$ cat src/rtl/assert_macros.svh
// Assertion macros shared by the allocator RTL.
`ifndef ASSERT_MACROS_SVH
`define ASSERT_MACROS_SVH

`ifndef SYNTH
`define PBA_ASSERT(name, prop) \
  name: assert property (@(posedge clk) disable iff (rst) prop) \
    else $error("pool_block_allocator assertion failed");
`define PBA_ASSERT_ALWAYS(name, prop) \
  name: assert property (@(posedge clk) prop) \
    else $error("pool_block_allocator assertion failed");
`else
`define PBA_ASSERT(name, prop)
`define PBA_ASSERT_ALWAYS(name, prop)
`endif

`endif

$ cat src/rtl/pba_pkg.sv
package pba_pkg;

  localparam int POOL_GRANULES   = 4096;
  localparam int ALIGN_BYTES     = 8;
  localparam int HEADER_GRANULES = 3;

  localparam int LINK_W = 13;
  localparam int IDX_W  = $clog2(POOL_GRANULES);
  localparam int SIZE_W = 16;
  localparam int ADDR_W = 15;
  localparam int NEED_W = SIZE_W + 1;
  localparam int DEND_W = ((LINK_W > NEED_W) ? LINK_W : NEED_W) + 2;
  localparam int AMUL_W = DEND_W + $clog2(ALIGN_BYTES) + 1;
  localparam int STEP_W = $clog2(POOL_GRANULES + 1) + 1;

  localparam int PADDR_W   = 3;
  localparam int PDATA_W   = 32;
  localparam int REG_IDX_W = PADDR_W - 2;

  localparam logic [REG_IDX_W-1:0] REG_POOL_GRANULES = REG_IDX_W'(0);

  localparam logic OP_ALLOC = 1'b0;
  localparam logic OP_FREE  = 1'b1;

  typedef struct packed {
    logic load;
    logic step;
    logic latch;
    logic splice1;
    logic splice2;
    logic unlink;
    logic rsp_load;
    logic rsp_ok;
  } pba_cmd_t;

  typedef struct packed {
    logic op_free;
    logic size_zero;
    logic free_bad;
    logic fit;
    logic walk_end;
  } pba_sts_t;

  function automatic logic in_table(input logic [LINK_W-1:0] idx);
    in_table = (32'(idx) < 32'(POOL_GRANULES));
  endfunction

endpackage

$ cat src/rtl/pba_ctrl.sv
`include "assert_macros.svh"

module pba_ctrl (
  input  logic               clk,
  input  logic               rst,
  input  logic               in_valid,
  output logic               in_ready,
  output logic               out_valid,
  input  logic               out_ready,
  input  pba_pkg::pba_sts_t  sts,
  output pba_pkg::pba_cmd_t  cmd
);

  typedef enum logic [6:0] {
    S_IDLE = 7'b0000001,
    S_LOOK = 7'b0000010,
    S_ACHK = 7'b0000100,
    S_WR1  = 7'b0001000,
    S_WR2  = 7'b0010000,
    S_FCHK = 7'b0100000,
    S_RESP = 7'b1000000
  } state_t;

  state_t state, state_next;
  logic   res_ok, res_ok_next;
  logic   accept;

  assign in_ready = (state == S_IDLE);
  assign accept   = in_valid && in_ready;

  always_comb begin
    state_next   = state;
    res_ok_next  = res_ok;
    cmd          = '0;
    cmd.rsp_ok   = res_ok;
    case (state)
      S_IDLE: begin
        if (accept) begin
          cmd.load   = 1'b1;
          state_next = S_LOOK;
        end
      end
      S_LOOK: begin
        if (sts.op_free) begin
          if (sts.free_bad) begin
            res_ok_next = 1'b0;
            state_next  = S_RESP;
          end else begin
            state_next = S_FCHK;
          end
        end else if (sts.size_zero) begin
          res_ok_next = 1'b0;
          state_next  = S_RESP;
        end else begin
          state_next = S_ACHK;
        end
      end
      S_ACHK: begin
        cmd.latch = 1'b1;
        if (sts.fit) begin
          res_ok_next = 1'b1;
          state_next  = S_WR1;
        end else if (sts.walk_end) begin
          res_ok_next = 1'b0;
          state_next  = S_RESP;
        end else begin
          cmd.step   = 1'b1;
          state_next = S_LOOK;
        end
      end
      S_WR1: begin
        cmd.splice1 = 1'b1;
        state_next  = S_WR2;
      end
      S_WR2: begin
        cmd.splice2 = 1'b1;
        state_next  = S_RESP;
      end
      S_FCHK: begin
        cmd.unlink  = 1'b1;
        res_ok_next = 1'b1;
        state_next  = S_RESP;
      end
      S_RESP: begin
        if (!out_valid || out_ready) begin
          cmd.rsp_load = 1'b1;
          state_next   = S_IDLE;
        end
      end
      default: begin
        state_next = S_IDLE;
      end
    endcase
  end

  always_ff @(posedge clk) begin
    if (rst) begin
      state     <= S_IDLE;
      res_ok    <= 1'b0;
      out_valid <= 1'b0;
    end else begin
      state  <= state_next;
      res_ok <= res_ok_next;
      if (cmd.rsp_load) begin
        out_valid <= 1'b1;
      end else if (out_ready) begin
        out_valid <= 1'b0;
      end
    end
  end

  `PBA_ASSERT(a_accept_look, accept |=> state == S_LOOK)
  `PBA_ASSERT(a_fit_splice, state == S_ACHK && sts.fit |=> state == S_WR1 ##1 state == S_WR2)
  `PBA_ASSERT(a_no_overwrite, cmd.rsp_load |-> !out_valid || out_ready)

endmodule

$ cat config.mk
export PLATFORM = sky130hd
export DESIGN_NAME = pba_ctrl
export DESIGN_NICKNAME = d
export VERILOG_FILES = /design/src/rtl/pba_pkg.sv /design/src/rtl/pba_ctrl.sv
export VERILOG_INCLUDE_DIRS = /design/src /design/src/rtl
export SDC_FILE = /design/constraint.sdc
export NUM_CORES = 1
export LEC_CHECK = 0
export ABC_AREA = 1
export BUFFER_PORTS_ARGS = -buffer_cell sky130_fd_sc_hd__buf_2
export CAP_MARGIN = 20
export CORE_AREA = 2 2 39 41
export CTS_BUF_LIST = sky130_fd_sc_hd__clkbuf_4
export DETAILED_ROUTE_END_ITERATION = 10
export DIE_AREA = 0 0 41 43
export PLACE_DENSITY = 0.79
export SYNTH_ARGS = -nofsm -noshare
export SYNTH_HDL_FRONTEND = slang
export SYNTH_SLANG_ARGS = --single-unit
$ cat constraint.sdc
create_clock -name clk -period 1.5 [get_ports clk]
set_input_delay 0.15 -clock clk [delete_from_list [all_inputs] [get_ports clk]]
set_output_delay 0.15 -clock clk [all_outputs]
set_load 0.005 [all_outputs]
* After elaboration in Yosys (flattened, before gate mapping)
Cells that the tools add are included.
** Operators by class
- Mux-type cells :: 26
- Multiply operators :: 0
- Shift-type cells :: 0
- Reductions and logical operators :: 8
- Bitwise gates (word level) :: 0
- Eq/ne operators :: 12
- $add $sub $neg :: 0
- Divide/modulo/power cells :: 0
- Order comparisons :: 0
** Operators by type and width (count)
- 7-bit two-way mux :: 7
- 7-bit case mux with 6 select lines :: 1
- 1-bit two-way mux :: 16
- 3-bit != test (second input constant) :: 3
- 7-bit by 1-bit equality test with 1-bit output (second input constant) :: 1
- 7-bit by 2-bit equality test with 1-bit output (second input constant) :: 1
- 7-bit by 3-bit equality test with 1-bit output (second input constant) :: 1
- 7-bit by 4-bit equality test with 1-bit output (second input constant) :: 1
- 7-bit by 5-bit equality test with 1-bit output (second input constant) :: 1
- 7-bit by 6-bit equality test with 1-bit output (second input constant) :: 1
- 7-bit equality test (second input constant) :: 1
- 4-bit AND reduction :: 1
- 1-bit case mux with 3 select lines :: 1
- 3-bit nonzero test :: 1
- 2-bit two-way mux :: 1
- 2-bit by 1-bit != test with 1-bit output (second input constant) :: 1
- 2-bit != test (second input constant) :: 1
- 2-bit AND reduction :: 1
- 2-bit nonzero test :: 1
- 2-bit OR reduction :: 1
- 1-bit logical AND :: 1
- 1-bit zero test :: 1
- 1-bit logical OR :: 1
** Storage, ports and cells
- Flip-flop bits (word level) :: 9
- Output and inout bits :: 10
- Bits in read-only memories :: 0
- Bits in writable memories :: 0
- Latch bits :: 0
- Memories kept :: 0

* Depth between registers and ports, before layout
Gate-level depths: netlist (run 1).
- Word-level depth :: 5
- Mapped depth :: 10

* Least setup slack after synthesis (run 1)
No wires, ideal clock.
- Kind :: register -> register
- Start :: reg state[3]
- End :: reg res_ok
- Arrival time :: 964 ps
- Data required time :: 1390 ps
- Buffers on the path :: 0
- Path slack :: 425 ps
- Library setup time :: 110 ps
- Period minus slack after synthesis :: 1075 ps
- Stages on the path, launching flop included :: 11
- Cells stage by stage :: dfxtp_1 -> inv_1 -> nand2_1 -> nor2_1 -> nand2_4 -> inv_2 -> nand2_1 -> nand3_1 -> nand2_1 -> nand2_1 -> nor2_1
** On the way
- Word-level cells in the longest chain between the ends :: 3
- Elaborated cells between the ends (all ways) :: 9
- Those cells by class :: eq/ne: 6; mux: 1; reduce/logical: 2
** Ends and longest elaborated chain
- from (decl) :: line pba_ctrl.sv:24 : state_t state, state_next;
- from (signal assigned) :: line pba_ctrl.sv:102 : state <= state_next;
- 7-bit by 2-bit equality test with 1-bit output, or another cell as far along :: line pba_ctrl.sv:36 : case (state)
- 3-bit != test (no source line) / 3-bit nonzero test (equally long branches)
- 4-bit AND reduction (no source line)
- to (signal assigned) :: line pba_ctrl.sv:103 : res_ok <= res_ok_next;
- to (decl) :: line pba_ctrl.sv:25 : logic res_ok, res_ok_next;
Parallel ways exist; a longest one is shown, timed or not.
A chain may end at the register's enable or synchronous reset.

==> results.py, run 1 <==
metrics = {
    "min_path": {
        "hp-start": "sts[3]",
        "hold_class": "in -> reg",
    },
    "placed_design": {
        "gp_congestion": 0.8403,
        "dp_hpwl_um": 1008,
        "dp.cells": 120,
        "port_buffers": 18,
    },
    "cts": {
        "cts_num_sinks": 9,
        "clkTransAtPathRegs_ns": 0.06,
        "htree_levels": 1,
        "clkLatencyLatePin_ns": 0.26,
        "cts_made_buffers": 3,
        "cts_tree": "yes",
        "clk_path_buf_depth": 2,
        "clock-root-buffer": "clkbuf_4",
    },
    "synthesis": {
        "netlist-cell-type-count": 17,
        "syn_area_per_cell_sq_um": 6.429,
        "synth_flop_cell": "dfxtp_1",
        "ys_ff_latch": 9,
        "synth_seq_area_share_pct": 32.21,
        "synth_common_cells": "nor2_1 (17), inv_1 (16), nand2_1 (16)",
        "synth_top_cell_area_share_pct": 32.21,
        "synth_most_common_cell": "nor2_1",
        "synthTopCellsByArea": "dfxtp_1 (32%), nor2_1 (11%), inv_1 (11%), nand2_1 (11%), nand3_1 (7.2%)",
        "syn-instance-count": 87,
        "synth.yosys.warnings": 0,
        "yosysTopAreaCell": "dfxtp_1",
        "ys_async_sr_fraction_pct": 0,
        "synth_edf_count": 0,
        "netlist_area_sq_um": 559.3,
        "synth_nets": 96,
    },
    "run": {
        "cap_viol_max_count": 0,
    },
    "sta": {
        "fin_crit_sh_pct": 94.69,
        "layout_min_cycle_time_ns": 1.420,
        "worst_pin_slew_ns": 0.2655,
        "clock_skew_ns": 0.0008382,
        "slew_headroom_pct": 82.23,
        "drv_slew": 0,
        "setup-violations-final": 0,
        "final_hold_viol_count": 0,
        "grt_setup_unrepaired": "true",
        "max_freq_mhz": 704.0,
    },
    "global_route": {
        "grt_pass1_wl_um": 2097,
        "grt_use_total_pct": 17.71,
        "antenna_found_initial": 0,
        "grt_overflow": 0,
        "grt_max_degree": 8,
        "grt_pass1_vias": 528,
    },
    "finish": {
        "stdcell_count": 124,
        "fin_nets": 118,
        "drive_gt1_share_pct": 30.56,
        "antenna_cells": 0,
        "fillers": 138,
        "areaGrowthSynthToFinish_pct": 27.29,
    },
    "critical_path": {
        "worstReg2RegStart": "state[2]",
        "critical_path_arrival_ns": 1.27,
        "cp.required_ns": 1.35,
        "critPathCaptureType": "primary output",
        "crit_path_start": "state[0]",
        "worstSetupStartpointType": "flip-flop",
        "critPathMaxFanout": 4,
        "critPathKind": "reg -> out",
    },
    "die": {
        "design.die.area_sq_mm": 0.001763,
        "core_sq_mm": 0.001384,
        "die_y_um": 43,
        "io_pins": 19,
        "die_w_um": 41,
        "rows": 14,
        "start_util_pct": 40.42,
    },
    "power": {
        "report.power.total_mw": 0.6708,
        "total_leakage_power_nw": 0.4041,
        "p_per_area_mw_per_mm2": 942.2,
        "ir_drop_mv": 0.5318,
    },
    "route": {
        "postRouteAntennaNets": 0,
        "via_count": 594,
        "drtPass1Iterations": 4,
        "viasPerCell": 4.790,
        "drt_iter0_markers": 7,
        "wl_um": 1232,
        "wl_per_cell_um": 9.935,
        "route.detailed.drc": 0,
    },
    "outcome": {
        "outcome": "completed",
    },
}
==> layout make-up <==
cell class | instances | area [sq um] | share of cell area, %
clock buffers | 4 | 30.03 | 4.218
inverters | 19 | 71.32 | 10.02
multi-input cells | 58 | 320.3 | 44.99
flip-flops and latches | 9 | 180.2 | 25.31
well taps | 16 | 20.02 | 2.812
repair buffers | 18 | 90.09 | 12.65
==> report_power, final <==
part           internal (mW)  leakage, nW  switching [mW]
combinational         0.0794        0.313           0.112
sequential             0.257       0.0731          0.0136
clock                  0.121       0.0184          0.0881
total                  0.457        0.404           0.213
==> stage by stage <==
| stage | setup TNS (ns) | worst slack [ns] | hold slack (ns) | cell area [sq um] | utilization, % |
|---|---|---|---|---|---|
| 2_1_floorplan | 0 | 0.4254 | 0.2224 | 559.3 | - |
| 5_1_grt | -0.006340 | -0.006340 | 0.06815 | 711.9 | 51.45 |
| 3_5_place_dp | 0 | 0.3008 | 0.3348 | 661.9 | 47.83 |
| 6_report | 0 | 0.07958 | 0.06113 | 711.9 | 51.45 |
| 3_3_place_gp | 0 | 0.3244 | 0.3327 | 661.9 | 47.83 |
| 4_1_cts | 0 | 0.01047 | 0.06281 | 691.9 | 50.00 |
==> placed cells by master, fill, tap and decap left out <==
master | synthesis | layout
nor2_2 | 0 | 1
nand4_1 | 3 | 3
nor2_1 | 17 | 16
nor2_4 | 1 | 1
nand3b_1 | 1 | 1
or2_1 | 1 | 1
o21ai_0 | 1 | 1
dfxtp_1 | 9 | 9
nand2_1 | 16 | 16
buf_2 | 0 | 18
nand2_4 | 3 | 3
nor3_1 | 4 | 3
nand3_1 | 8 | 7
clkbuf_4 | 0 | 4
nor4_1 | 1 | 1
nor3_2 | 0 | 1
nor2_8 | 1 | 1
inv_2 | 3 | 3
inv_1 | 16 | 16
nand3_4 | 0 | 1
a211oi_1 | 1 | 1
==> layer usage <==
metal | GRT usage (%) | up-vias | routed length [um]
li1 | - | 310 | -
met1 | 23.30 | 260 | 517
met5 | 0 | - | 0
met3 | 3.141 | 5 | 80
met4 | 10.00 | 0 | 33
met2 | 25.94 | 19 | 601
==> final timing paths <==
| check | endpoint | slack (ns) | cells after the start |
|---|---|---|---|
| max | cmd[7] | 0.08 | 5 |
| min | state[2] | 0.06 | 2 |
| max reg2reg | state[0] | 0.23 | 7 |
| min reg2reg | res_ok | 0.51 | 4 |
==> critical path, stage by stage, from the launching register on <==
cell	delay (ns)
dfxtp_1	0.34
inv_1	0.07
nor2_1	0.22
nand3_4	0.12
nor2_1	0.12
buf_2	0.13
==> cell families after synthesis <==
kind of cell	synth area share (%)
AND/OR/NAND/NOR	51.46
buffers and inverters	14.09
flip-flops	32.21
AO/OA/AOI/OAI	2.237
==> timing repair <==
action / 4_1_cts / 5_1_grt
endpoints found under the setup margin: 0 / 3
setup buffers: 0 / 0
hold buffers: 0 / 0
resized for setup: 0 / 4
==> registers in the layout (all words and copies together) (netlist names) <==
signal     count
out_valid      1
res_ok         1
state          7
(Power assumes the default switching activity.)
==> inputs of run 2 (changes only) <==
PLACE_DENSITY = 0.7   (was 0.79)
==> results.py, run 2 (synthesis gave the netlist of run 1 again) <==
metrics = {
    "outcome": {
        "outcome": "completed",
    },
    "global_route": {
        "grtUsageMet3_pct": 6.283,
        "grt_overflow": 0,
        "antenna_found_initial": 0,
        "grt-busiest-layer": "met2",
        "grt_pass1_wl_um": 2139,
        "grt_use_total_pct": 18.01,
        "grt_max_degree": 8,
        "use_met2_pct": 26.25,
        "use_met1_pct": 23.95,
        "grt_pass1_vias": 533,
    },
    "sta": {
        "fin_crit_sh_pct": 93.93,
        "worst_pin_slew_ns": 0.2482,
        "setup-violations-final": 0,
        "layout_min_cycle_time_ns": 1.409,
        "slew_headroom_pct": 83.39,
        "final_hold_viol_count": 0,
        "drv_slew": 0,
        "setup_slack_ns": 0.09107,
        "max_freq_mhz": 709.8,
        "grt_setup_unrepaired": "true",
        "clock_skew_ns": 0.002415,
    },
    "route": {
        "viasPerCell": 4.589,
        "drt_iter0_markers": 10,
        "via_count": 569,
        "postRouteAntennaNets": 0,
        "route.detailed.drc": 0,
        "drtPass1Iterations": 4,
        "wl_per_cell_um": 9.202,
        "wl_um": 1141,
    },
    "critical_path": {
        "slowest_delay_ns": 0.34,
        "path_buf_inv": 2,
        "critical_path_arrival_ns": 1.26,
        "critPathKind": "reg -> out",
        "worstSetupStartpointType": "flip-flop",
        "crit_chain": "inv_2, nand2_4, nor2_8, nand2_4, nor3_1, buf_2",
        "critPathMaxFanout": 6,
        "critPathCaptureType": "primary output",
        "path_delay_family": "simple AND/OR/NAND/NOR gates",
        "worst_path_max_delay_cell": "dfxtp_1",
        "cpMostUsedCell": "nand2_4",
        "cp.required_ns": 1.35,
        "crit_path_start": "state[6]",
        "worstReg2RegStart": "state[2]",
    },
    "cts": {
        "clock-root-buffer": "clkbuf_4",
        "clk_path_buf_depth": 2,
        "cts_tree": "yes",
        "clkTransAtPathRegs_ns": 0.06,
        "cts_num_sinks": 9,
        "htree_levels": 1,
        "clkLatencyLatePin_ns": 0.26,
        "cts_made_buffers": 3,
        "cts_setup_buffers": 0,
    },
    "die": {
        "die_w_um": 41,
        "start_util_pct": 40.42,
        "core_sq_mm": 0.001384,
        "die_y_um": 43,
        "io_pins": 19,
        "design.die.area_sq_mm": 0.001763,
        "rows": 14,
    },
    "finish": {
        "stdcell_count": 124,
        "regMostFlops": "state",
        "fin_nets": 118,
        "areaGrowthSynthToFinish_pct": 27.07,
        "fillers": 138,
        "final_common_cell": "buf_2",
        "antenna_cells": 0,
        "final_cell_mix": "buf_2 (18), inv_1 (16), nand2_1 (16)",
        "fin_area_sq_um": 710.7,
        "largest_reg_flops": 7,
        "drive_gt1_share_pct": 33.33,
        "final_util_pct": 51.36,
        "reg_top3": "state x7, out_valid x1, res_ok x1",
    },
    "placed_design": {
        "dp.cells": 120,
        "placed_area_sq_um": 661.9,
        "pre_cts_ws_ns": 0.3143,
        "port_buffers": 18,
        "dp_hpwl_um": 953.3,
        "gp_congestion": 0.8163,
    },
    "min_path": {
        "hp-start": "sts[3]",
        "hold_class": "in -> reg",
    },
    "power": {
        "report.power.total_mw": 0.6527,
        "ir_drop_mv": 0.3757,
        "p_per_area_mw_per_mm2": 918.4,
        "total_leakage_power_nw": 0.4043,
    },
    "run": {
        "cap_viol_max_count": 0,
    },
}
-- run 2: layer usage --
metal,share of wire [%],up-vias,wire (um)
li1,-,313,-
met1,45,235,519
met2,45,19,512
met3,8.0,2,91
met4,1.7,0,19
met5,0,-,0
-- run 2: power breakdown --
group / switching, mW / total (mW) / internal, mW
clock: 0.0847 / 0.205 / 0.121
sequential: 0.0130 / 0.270 / 0.257
combinational: 0.104 / 0.177 / 0.0732
-- run 2: final timing paths --
check | slack, ns | cells past startpoint | end
setup / recovery | 0.09 | 6 | cmd[6]
hold / removal | 0.06 | 2 | state[2]
hold reg to reg | 0.51 | 4 | res_ok
setup reg to reg | 0.30 | 9 | state[6]
-- run 2: layout make-up --
class                   instances  area [sq um]  area share, %
multi-input cells              58         317.8          44.72
flip-flops and latches          9         181.4          25.53
repair buffers                 18         90.09          12.68
inverters                      19         71.32          10.04
clock buffers                   4         30.03          4.225
well taps                      16         20.02          2.817
-- run 2: metrics by stage --
step,TNS (ns),hold slack [ns]
after detailed placement,0,0.3328
after global routing,-0.02910,0.05560
after CTS,0,0.05824
after global placement,0,0.3396
final,0,0.05804
after floorplan,0,0.2224
-- run 2: worst reg2reg max path: stages, from the launching register on --
cell and delay [ns]:
dfxtp_1 0.38, nor2_2 0.08, nand2_1 0.11, inv_1 0.06, nand2_1 0.08, inv_1 0.06, nor2_1 0.13, nand4_1 0.11
nand2_1 0.07, inv_1 0.03
-- run 2: repair_timing --
action | 4_1_cts | 5_1_grt
gates resized for setup | 0 | 6
setup endpoints to repair | 0 | 5
hold buffers | 0 | 0
